$ cat src/hdl/bced_pkg.sv
// shared types and constants for the button click event detector
// no dependencies; imported by button_click_event_detector
`timescale 1ns / 1ps
`default_nettype none

package bced_pkg;

	// event codes on the result channel
	typedef enum logic [2:0] {
		EV_NONE     = 3'd0,
		EV_RELEASED = 3'd1,
		EV_PRESSED  = 3'd2,
		EV_LONG     = 3'd3,
		EV_CLICK    = 3'd4,
		EV_DOUBLE   = 3'd5,
		EV_TRIPLE   = 3'd6
	} ev_code_t;

	// click classification codes
	typedef enum logic [2:0] {
		TYPE_NONE   = 3'd0,
		TYPE_SINGLE = 3'd1,
		TYPE_DOUBLE = 3'd2,
		TYPE_TRIPLE = 3'd3,
		TYPE_LONG   = 3'd4
	} click_type_t;

	// register map, word index = paddr[3:2]
	localparam logic [1:0] REG_DEBOUNCE     = 2'd0;
	localparam logic [1:0] REG_LONG_PRESS   = 2'd1;
	localparam logic [1:0] REG_CLICK_WINDOW = 2'd2;

	localparam logic [15:0] DEBOUNCE_RST     = 16'd50;
	localparam logic [15:0] LONG_PRESS_RST   = 16'd1000;
	localparam logic [15:0] CLICK_WINDOW_RST = 16'd300;

	localparam logic [7:0] CLICKS_MAX = 8'd255;

endpackage

`default_nettype wire

$ cat src/hdl/button_click_event_detector.sv
// button click event detector: debounce, multi-click and long press
// depends on bced_pkg
//
// usage:
//   input channel (in_valid/in_ready) carries one sample of the button line
//   (released = 1 when not pressed) with a free-running millisecond stamp now_ms.
//   every accepted request gives exactly one result on the output channel
//   (out_valid/out_ready): event code, last press duration, click count and
//   last click classification, all state values taken after the update.
//   the request passes through the input register, then the result register,
//   before out_valid rises; while the receiver takes results, one request is
//   taken every cycle, set by the single evaluation stage between the input
//   register and the result register, where the state is read and updated.
//   when the receiver stalls, the result register holds, the input register
//   fills, and in_ready falls; nothing is lost or repeated.
//   reset (arst_n low, asynchronous) empties both stages, sets the line level
//   to released, clears times, counters and flags, and loads the register
//   defaults debounce 50, long press 1000, click window 300. the user must write
//   registers over the apb port only while the block is idle; not enforced.
`timescale 1ns / 1ps
`default_nettype none

module button_click_event_detector
	import bced_pkg::*;
(
	input  wire logic        clk,
	input  wire logic        arst_n,
	// sample channel
	input  wire logic        in_valid,
	output logic             in_ready,
	input  wire logic        released,
	input  wire logic [31:0] now_ms,
	// result channel
	output logic             out_valid,
	input  wire logic        out_ready,
	output logic [2:0]       event_res,
	output logic [31:0]      press_duration_ms,
	output logic [7:0]       group_clicks,
	output logic [2:0]       click_type,
	// configuration port
	input  wire logic        psel,
	input  wire logic        penable,
	input  wire logic        pwrite,
	input  wire logic [3:0]  paddr,
	input  wire logic [31:0] pwdata,
	output logic [31:0]      prdata,
	output logic             pready
);

	// configuration registers
	logic [15:0] debounce_q;
	logic [15:0] long_press_q;
	logic [15:0] click_window_q;
	logic        cfg_wr;
	logic [1:0]  cfg_idx;

	assign pready  = 1'b1;
	assign cfg_idx = paddr[3:2];
	assign cfg_wr  = psel & penable & pwrite & pready;

	always_ff @(posedge clk or negedge arst_n) begin
		if (!arst_n) begin
			debounce_q     <= DEBOUNCE_RST;
			long_press_q   <= LONG_PRESS_RST;
			click_window_q <= CLICK_WINDOW_RST;
		end else if (cfg_wr) begin
			unique case (cfg_idx)
				REG_DEBOUNCE:     debounce_q     <= pwdata[15:0];
				REG_LONG_PRESS:   long_press_q   <= pwdata[15:0];
				REG_CLICK_WINDOW: click_window_q <= pwdata[15:0];
				default: ;  // writes past the map are dropped
			endcase
		end
	end

	always_comb begin
		unique case (cfg_idx)
			REG_DEBOUNCE:     prdata = {16'd0, debounce_q};
			REG_LONG_PRESS:   prdata = {16'd0, long_press_q};
			REG_CLICK_WINDOW: prdata = {16'd0, click_window_q};
			default:          prdata = 32'd0;
		endcase
	end

	// input register (stage 1)
	logic        valid_s1;
	logic        released_s1;
	logic [31:0] now_s1;
	logic        advance;

	// result register
	logic        out_valid_q;
	ev_code_t    ev_q;
	logic [31:0] press_duration_q;
	logic [7:0]  clicks_out_q;
	click_type_t type_out_q;

	// stage 1 moves into the result register when that slot is free or draining
	assign advance  = valid_s1 & (~out_valid_q | out_ready);
	assign in_ready = ~valid_s1 | advance;

	always_ff @(posedge clk or negedge arst_n) begin
		if (!arst_n) begin
			valid_s1 <= 1'b0;
		end else if (in_ready) begin
			valid_s1 <= in_valid;
		end
	end

	always_ff @(posedge clk) begin
		if (in_ready && in_valid) begin
			released_s1 <= released;
			now_s1      <= now_ms;
		end
	end

	// detector state
	logic        level_prev_q;
	logic [31:0] press_start_q;
	logic [31:0] pressed_event_time_q;
	logic [31:0] group_start_q;
	logic        pressed_flag_q;
	logic        long_flag_q;
	logic [7:0]  clicks_q;
	click_type_t last_type_q;

	// next-state values
	logic [31:0] press_start_d;
	logic [31:0] pressed_event_time_d;
	logic [31:0] group_start_d;
	logic [31:0] press_duration_d;
	logic        pressed_flag_d;
	logic        long_flag_d;
	logic [7:0]  clicks_d;
	click_type_t last_type_d;
	ev_code_t    ev_d;

	// wrapping time differences
	logic [31:0] since_press;
	logic [31:0] since_pressed_ev;
	logic [31:0] since_group;
	logic [31:0] debounce_w;
	logic [31:0] long_press_w;
	logic [31:0] click_window_w;
	logic [7:0]  clicks_grp;

	assign since_press      = now_s1 - press_start_q;
	assign since_pressed_ev = now_s1 - pressed_event_time_q;
	assign since_group      = now_s1 - group_start_q;
	assign debounce_w       = {16'd0, debounce_q};
	assign long_press_w     = {16'd0, long_press_q};
	assign click_window_w   = {16'd0, click_window_q};

	// prioritized rules, first match wins
	always_comb begin
		press_start_d        = press_start_q;
		pressed_event_time_d = pressed_event_time_q;
		group_start_d        = group_start_q;
		press_duration_d     = press_duration_q;
		pressed_flag_d       = pressed_flag_q;
		long_flag_d          = long_flag_q;
		clicks_d             = clicks_q;
		last_type_d          = last_type_q;
		ev_d                 = EV_NONE;
		clicks_grp           = clicks_q;

		if (level_prev_q && !released_s1) begin
			// press edge: start a press and count it into the group
			press_start_d  = now_s1;
			group_start_d  = now_s1;
			pressed_flag_d = 1'b0;
			if (clicks_q != CLICKS_MAX) begin
				clicks_d = clicks_q + 8'd1;
			end
		end else if (!level_prev_q && released_s1) begin
			// release edge
			press_duration_d = since_press;
			if (since_press >= debounce_w) begin
				ev_d = EV_RELEASED;
			end
		end else if (!released_s1 && !pressed_flag_q && !long_flag_q &&
			since_press >= debounce_w) begin
			// held past debounce
			pressed_event_time_d = now_s1;
			pressed_flag_d       = 1'b1;
			ev_d                 = EV_PRESSED;
		end else if (pressed_flag_q && !long_flag_q && since_pressed_ev > long_press_w) begin
			// long press, fires even after release
			pressed_flag_d = 1'b0;
			long_flag_d    = 1'b1;
			ev_d           = EV_LONG;
		end else if (released_s1 && since_group > click_window_w) begin
			// group close; a long press group swallows its clicks
			if (long_flag_q) begin
				long_flag_d = 1'b0;
				last_type_d = TYPE_LONG;
				clicks_grp  = 8'd0;
			end
			if (clicks_grp != 8'd0) begin
				pressed_event_time_d = 32'd0;
				pressed_flag_d       = 1'b0;
				case (clicks_grp)
					8'd1: begin
						last_type_d = TYPE_SINGLE;
						ev_d        = EV_CLICK;
					end
					8'd2: begin
						last_type_d = TYPE_DOUBLE;
						ev_d        = EV_DOUBLE;
					end
					8'd3: begin
						last_type_d = TYPE_TRIPLE;
						ev_d        = EV_TRIPLE;
					end
					default: ;  // four or more clicks close silently
				endcase
			end
			clicks_d      = 8'd0;
			group_start_d = 32'd0;
		end
	end

	// state is committed as the request moves into the result register
	always_ff @(posedge clk or negedge arst_n) begin
		if (!arst_n) begin
			level_prev_q         <= 1'b1;
			press_start_q        <= 32'd0;
			pressed_event_time_q <= 32'd0;
			group_start_q        <= 32'd0;
			press_duration_q     <= 32'd0;
			pressed_flag_q       <= 1'b0;
			long_flag_q          <= 1'b0;
			clicks_q             <= 8'd0;
			last_type_q          <= TYPE_NONE;
		end else if (advance) begin
			level_prev_q         <= released_s1;
			press_start_q        <= press_start_d;
			pressed_event_time_q <= pressed_event_time_d;
			group_start_q        <= group_start_d;
			press_duration_q     <= press_duration_d;
			pressed_flag_q       <= pressed_flag_d;
			long_flag_q          <= long_flag_d;
			clicks_q             <= clicks_d;
			last_type_q          <= last_type_d;
		end
	end

	// result register
	always_ff @(posedge clk or negedge arst_n) begin
		if (!arst_n) begin
			out_valid_q <= 1'b0;
		end else if (advance) begin
			out_valid_q <= 1'b1;
		end else if (out_ready) begin
			out_valid_q <= 1'b0;
		end
	end

	always_ff @(posedge clk) begin
		if (advance) begin
			ev_q         <= ev_d;
			clicks_out_q <= clicks_d;
			type_out_q   <= last_type_d;
		end
	end

	assign out_valid         = out_valid_q;
	assign event_res         = ev_q;
	assign press_duration_ms = press_duration_q;
	assign group_clicks      = clicks_out_q;
	assign click_type        = type_out_q;

endmodule

`default_nettype wire
$ cat config.mk
export PLATFORM = sky130hd
export DESIGN_NAME = button_click_event_detector
export DESIGN_NICKNAME = d
export VERILOG_FILES = /design/src/hdl/bced_pkg.sv /design/src/hdl/button_click_event_detector.sv
export SDC_FILE = /design/constraint.sdc
export NUM_CORES = 1
export LEC_CHECK = 0
export BUFFER_PORTS_ARGS = -buffer_cell sky130_fd_sc_hd__buf_2
export CORE_UTILIZATION = 65
export CTS_BUF_LIST = sky130_fd_sc_hd__clkbuf_2
export CTS_CLUSTER_DIAMETER = 40
export CTS_CLUSTER_SIZE = 20
export DETAILED_ROUTE_END_ITERATION = 6
export HOLD_SLACK_MARGIN = 0.05
export PLACE_DENSITY_LB_ADDON = 0.08
export SYNTH_ARGS = -nofsm -noshare
export SYNTH_HDL_FRONTEND = slang
export SYNTH_SLANG_ARGS = --single-unit
$ cat constraint.sdc
create_clock -name clk -period 8.55 [get_ports clk]
set_clock_uncertainty 0.15 [all_clocks]
set_input_delay 0.4275 -clock clk [delete_from_list [all_inputs] [get_ports clk]]
set_output_delay 0.4275 -clock clk [all_outputs]
set_load 0.01 [all_outputs]
==> metrics list <==
- Hold repair after CTS inserted 71 buffers.
* Synth warn: 0
- Count of port buffers added during placement: 121
- The die is 166.3 um wide.
- Using the TritonRoute via totals, the vias-per-cell ratio works out to 6.434.
- For this design the static power due to leakage is 8.788 nW.
* Number of buffers added by the clock tree synthesis step: 41
* Ratio of total power to cell area: 327.7 nW/um2
* Final core utilization: 0.7430
- Layout fillers: 2009
- Largest stage delay, worst path: 0.96 ns
- Across the VDD grid, the largest voltage drop is 0.0002566 V.
- Average footprint of a synthesized cell: 9.002 um2
* Clk Latency, worst-skew pair: 0.89 ns
- For the final routed database, the setup TNS stands at 0 ns.
* Routed wire per std cell: 19.75 um
- Setup repair after global routing missed its margin: false
* Number of nets with antenna violations after routing: 0
- The number of gates resized after CTS was 0.
- Global routing finished with a remaining overflow of 0.
- The worst setup path is captured at a flop.
* Largest delay contributor family on the critical path: compound AO/OA/AOI/OAI gates
- Summed over all nets, the half-perimeter wirelength after detailed placement is 35.33 mm.
* Final cycle utilization of the critical path: 0.7674
- CTS sink cnt: 239
- The synthesized netlist contains 91 unique library cells.
- Max-cap violations in this run came to 0.
* Number of synthesized flops with an enable pin: 47
- The core region is 26280 um2.
* Max stage delay cell, worst path: sky130_fd_sc_hd__o31ai_4
- The setup path with the least slack is of type flop to flop.
- After floorplanning, the core was divided into 59 placement rows.
- The H-tree was split into 2 levels.
- The clock passes through at most 3 buffers.
- For this run, the register share of the synthesized area comes to 0.3553.
- Buffer cell driving the clock tree root: sky130_fd_sc_hd__clkbuf_2
- Synthesized netlist cell count: 1949
- Top-Level Pins: 157
- Slew Limit Headroom: 0.2999
* Highest clock frequency the design can meet: 152.4 MHz
- The worst setup path is launched from a flop.
- Measured slew at the worst slew-check pin: 1.048 ns
* Path type of the worst min-delay path: primary input to flop
- Outcome: finished, violations left
* Vias after detailed routing: 15.89k
* Vias in the first global route: 15.39k
- Setup violations remaining at the end of the flow were counted as 0.
- Fin nets: 2325
- Wire length of the first global-routing pass: 78.42 mm
* Count of endpoints failing hold in the final timing report: 0
- Sequence of cells on the critical path: inv_1 > fa_1 > nand2b_1 > a21oi_1 > o2111ai_1 > and3_1 > xnor2_1 > ha_1 > nand4_1 > or4_1 > o31a_1 > nor4_1 > nand4_1 > o31ai_4 > buf_4 > a222oi_1 > a21bo_2
- Counting flops and latches in the post-synthesis netlist gives 239.
- After clock tree synthesis, the setup repair step added 0 buffers.
* Proportion of layout cells with a drive suffix above 1: 0.1532
* Gp weighted congestion: 0.9769
- First-pass iteration count of the detailed router: 7
- Detailed Route Iter0 Violations: 1656
- Minimum period implied by the final worst setup slack: 6.561 ns
* Total GRT Usage: 0.3520
- Violations in the final reports: design-rule violations
- Arrival time of data at the critical path endpoint: 7.23 ns
- The floorplan step defined a die boundary enclosing 27650 um2.
- Data on the critical path is required at its endpoint by 9.22 ns.
- Share of flip-flops with an asynchronous set or reset: 0.8033
- Summed over all layers, the routed wires come to 48.79 mm.
- Die extent in y: 166.3 um
- Slew Limit Fails: 0
- Main flop type after synthesis: sky130_fd_sc_hd__dfrtp_1
- Top cell by count, worst path: sky130_fd_sc_hd__nand4_1
- After detailed routing, the number of remaining DRC violations is 8.
* Clock transition time at the flip-flop clock pins of the worst setup and hold paths: 0.17 ns
* Initial antenna violation count: 2
* Clock tree from TritonCTS: yes
- Along the worst path, the maximum fanout reaches 21.
- Initial core utilization: 0.6676
- Entering global routing, the biggest net connects 125 pins.
- The mapped netlist covers 17540 um2.
- Counting both buffers and inverters, the worst setup path holds a total of 2.
- Area grow syn2layout: 11.29%
## report_power, final
group | internal [mW] | leakage [nW] | total, mW | switching, mW
Combinational | 1.56 | 5.76 | 3.76 | 2.20
Clock | 0.336 | 0.347 | 0.851 | 0.515
Sequential | 1.55 | 2.68 | 1.79 | 0.244
## cells in the final DEF, fill, tap and decap left out, types with 70 or more instances in the layout
| cell type | count |
|---|---|
| sky130_fd_sc_hd__dfrtp_1 | 178 |
| sky130_fd_sc_hd__nand2_1 | 176 |
| sky130_fd_sc_hd__inv_1 | 167 |
| sky130_fd_sc_hd__o21ai_0 | 146 |
| sky130_fd_sc_hd__ha_1 | 143 |
| sky130_fd_sc_hd__a21oi_1 | 135 |
| sky130_fd_sc_hd__buf_2 | 120 |
| sky130_fd_sc_hd__nor2_1 | 98 |
| sky130_fd_sc_hd__dlygate4sd3_1 | 71 |
| sky130_fd_sc_hd__mux2_2 | 70 |
## cell families (layout without fill, tap and decap cells)
| logic type | count (synthesis) | count (layout) | synth area share |
|---|---|---|---|
| xor gates and xnor gates | 60 | 60 | 0.02995 |
| DFF | 239 | 239 | 0.3553 |
| other | 2 | 18 | 0.0004281 |
| and+or+nand+nor | 502 | 502 | 0.1428 |
| buffers and inverters | 280 | 450 | 0.06604 |
| muxes | 91 | 91 | 0.05691 |
| adders and majority gates | 147 | 147 | 0.1061 |
| AOI/OAI and AO/OA | 628 | 628 | 0.2424 |
## per-layer routing
layer  global-route usage  share of wire
met1               0.4691           0.42
met2               0.5854           0.47
met3              0.05887          0.082
met4               0.1139          0.030
met5                    0              0
## metrics by stage
stage	std cells	hold WS [ns]	worst slack, ns	total power, mW	instance area, um2
after floorplan	1964	-0.01809	3.677	4.541	17600
after global placement	2323	0.3047	2.364	5.331	18250
after detailed placement	2323	0.3135	2.093	5.455	18250
after CTS	2469	0.05000	2.022	6.347	19520
after global routing	2470	0.06223	1.722	6.913	19530
final	2470	0.1061	1.989	6.399	19530
## area by class of cell
type	instances	area [um2]	area share
multi-input combinational	1445	10230	0.5240
tap	335	419.2	0.02147
inverter	167	626.9	0.03211
clock buffer	44	220.2	0.01128
sequential	239	6233	0.3193
antenna	1	2.502	0.0001282
clock inverter	31	346.6	0.01775
timing repair buffer	208	1445	0.07401
## synthesized netlist by cell type (34+ instances only)
cell type                  instances  area, um2
sky130_fd_sc_hd__a21oi_1         135      675.7
sky130_fd_sc_hd__a21o_1           47      352.8
sky130_fd_sc_hd__nand2_1         176      660.6
sky130_fd_sc_hd__xnor2_1          35      306.5
sky130_fd_sc_hd__edfxtp_1         47       1411
sky130_fd_sc_hd__mux2_2           70      788.3
sky130_fd_sc_hd__o31ai_1          45      337.8
sky130_fd_sc_hd__nor2_1          100      375.4
sky130_fd_sc_hd__ha_1            144       1802
sky130_fd_sc_hd__clkbuf_1         75      281.5
sky130_fd_sc_hd__inv_1           167      626.9
sky130_fd_sc_hd__a222oi_1         34      340.3
sky130_fd_sc_hd__o21ai_0         146      730.7
sky130_fd_sc_hd__dfrtp_1         178       4454
## worst register-to-register path: stages, from the launching register on
cell and delay, ns:
sky130_fd_sc_hd__edfxtp_1 0.75, sky130_fd_sc_hd__inv_1 0.26, sky130_fd_sc_hd__fa_1 0.51, sky130_fd_sc_hd__nand2b_1 0.19, sky130_fd_sc_hd__a21oi_1 0.27, sky130_fd_sc_hd__o2111ai_1 0.33, sky130_fd_sc_hd__and3_1 0.36, sky130_fd_sc_hd__xnor2_1 0.16
sky130_fd_sc_hd__ha_1 0.32, sky130_fd_sc_hd__nand4_1 0.11, sky130_fd_sc_hd__or4_1 0.44, sky130_fd_sc_hd__o31a_1 0.33, sky130_fd_sc_hd__nor4_1 0.32, sky130_fd_sc_hd__nand4_1 0.28, sky130_fd_sc_hd__o31ai_4 0.96, sky130_fd_sc_hd__buf_4 0.42
sky130_fd_sc_hd__a222oi_1 0.13, sky130_fd_sc_hd__a21bo_2 0.22
## sequential cells by signal, summed over array words and instances (netlist names)
register / count
group_clicks: 8
pressed_event_time_q: 32
press_start_q: 32
last_type_q: 3
long_press_q: 16
level_prev_q: 1
out_valid: 1
now_s1: 32
pressed_flag_q: 1
long_flag_q: 1
clicks_q: 8
event_res: 3
released_s1: 1
press_duration_ms: 32
valid_s1: 1
click_type: 3
debounce_q: 16
group_start_q: 32
click_window_q: 16
## worst paths after layout
path | depth (start not counted) | endpoint | from | slack, ns
setup / recovery | 17 | group_start_q[0]$_DFFE_PN0P_ | now_s1[1]$_DFFE_PP_ | 1.99
min in group asynchronous | 2 | click_window_q[11]$_DFFE_PN0P_ | arst_n | 0.14
setup reg to reg | 17 | group_start_q[0]$_DFFE_PN0P_ | now_s1[1]$_DFFE_PP_ | 1.99
hold / removal | 2 | now_s1[13]$_DFFE_PP_ | now_ms[13] | 0.11
max in group asynchronous | 3 | debounce_q[12]$_DFFE_PN0P_ | arst_n | 6.51
hold reg to reg | 2 | press_duration_ms[16]$_DFFE_PN0P_ | press_duration_ms[16]$_DFFE_PN0P_ | 0.34
No activity file was read; power rests on OpenSTA's default activity.
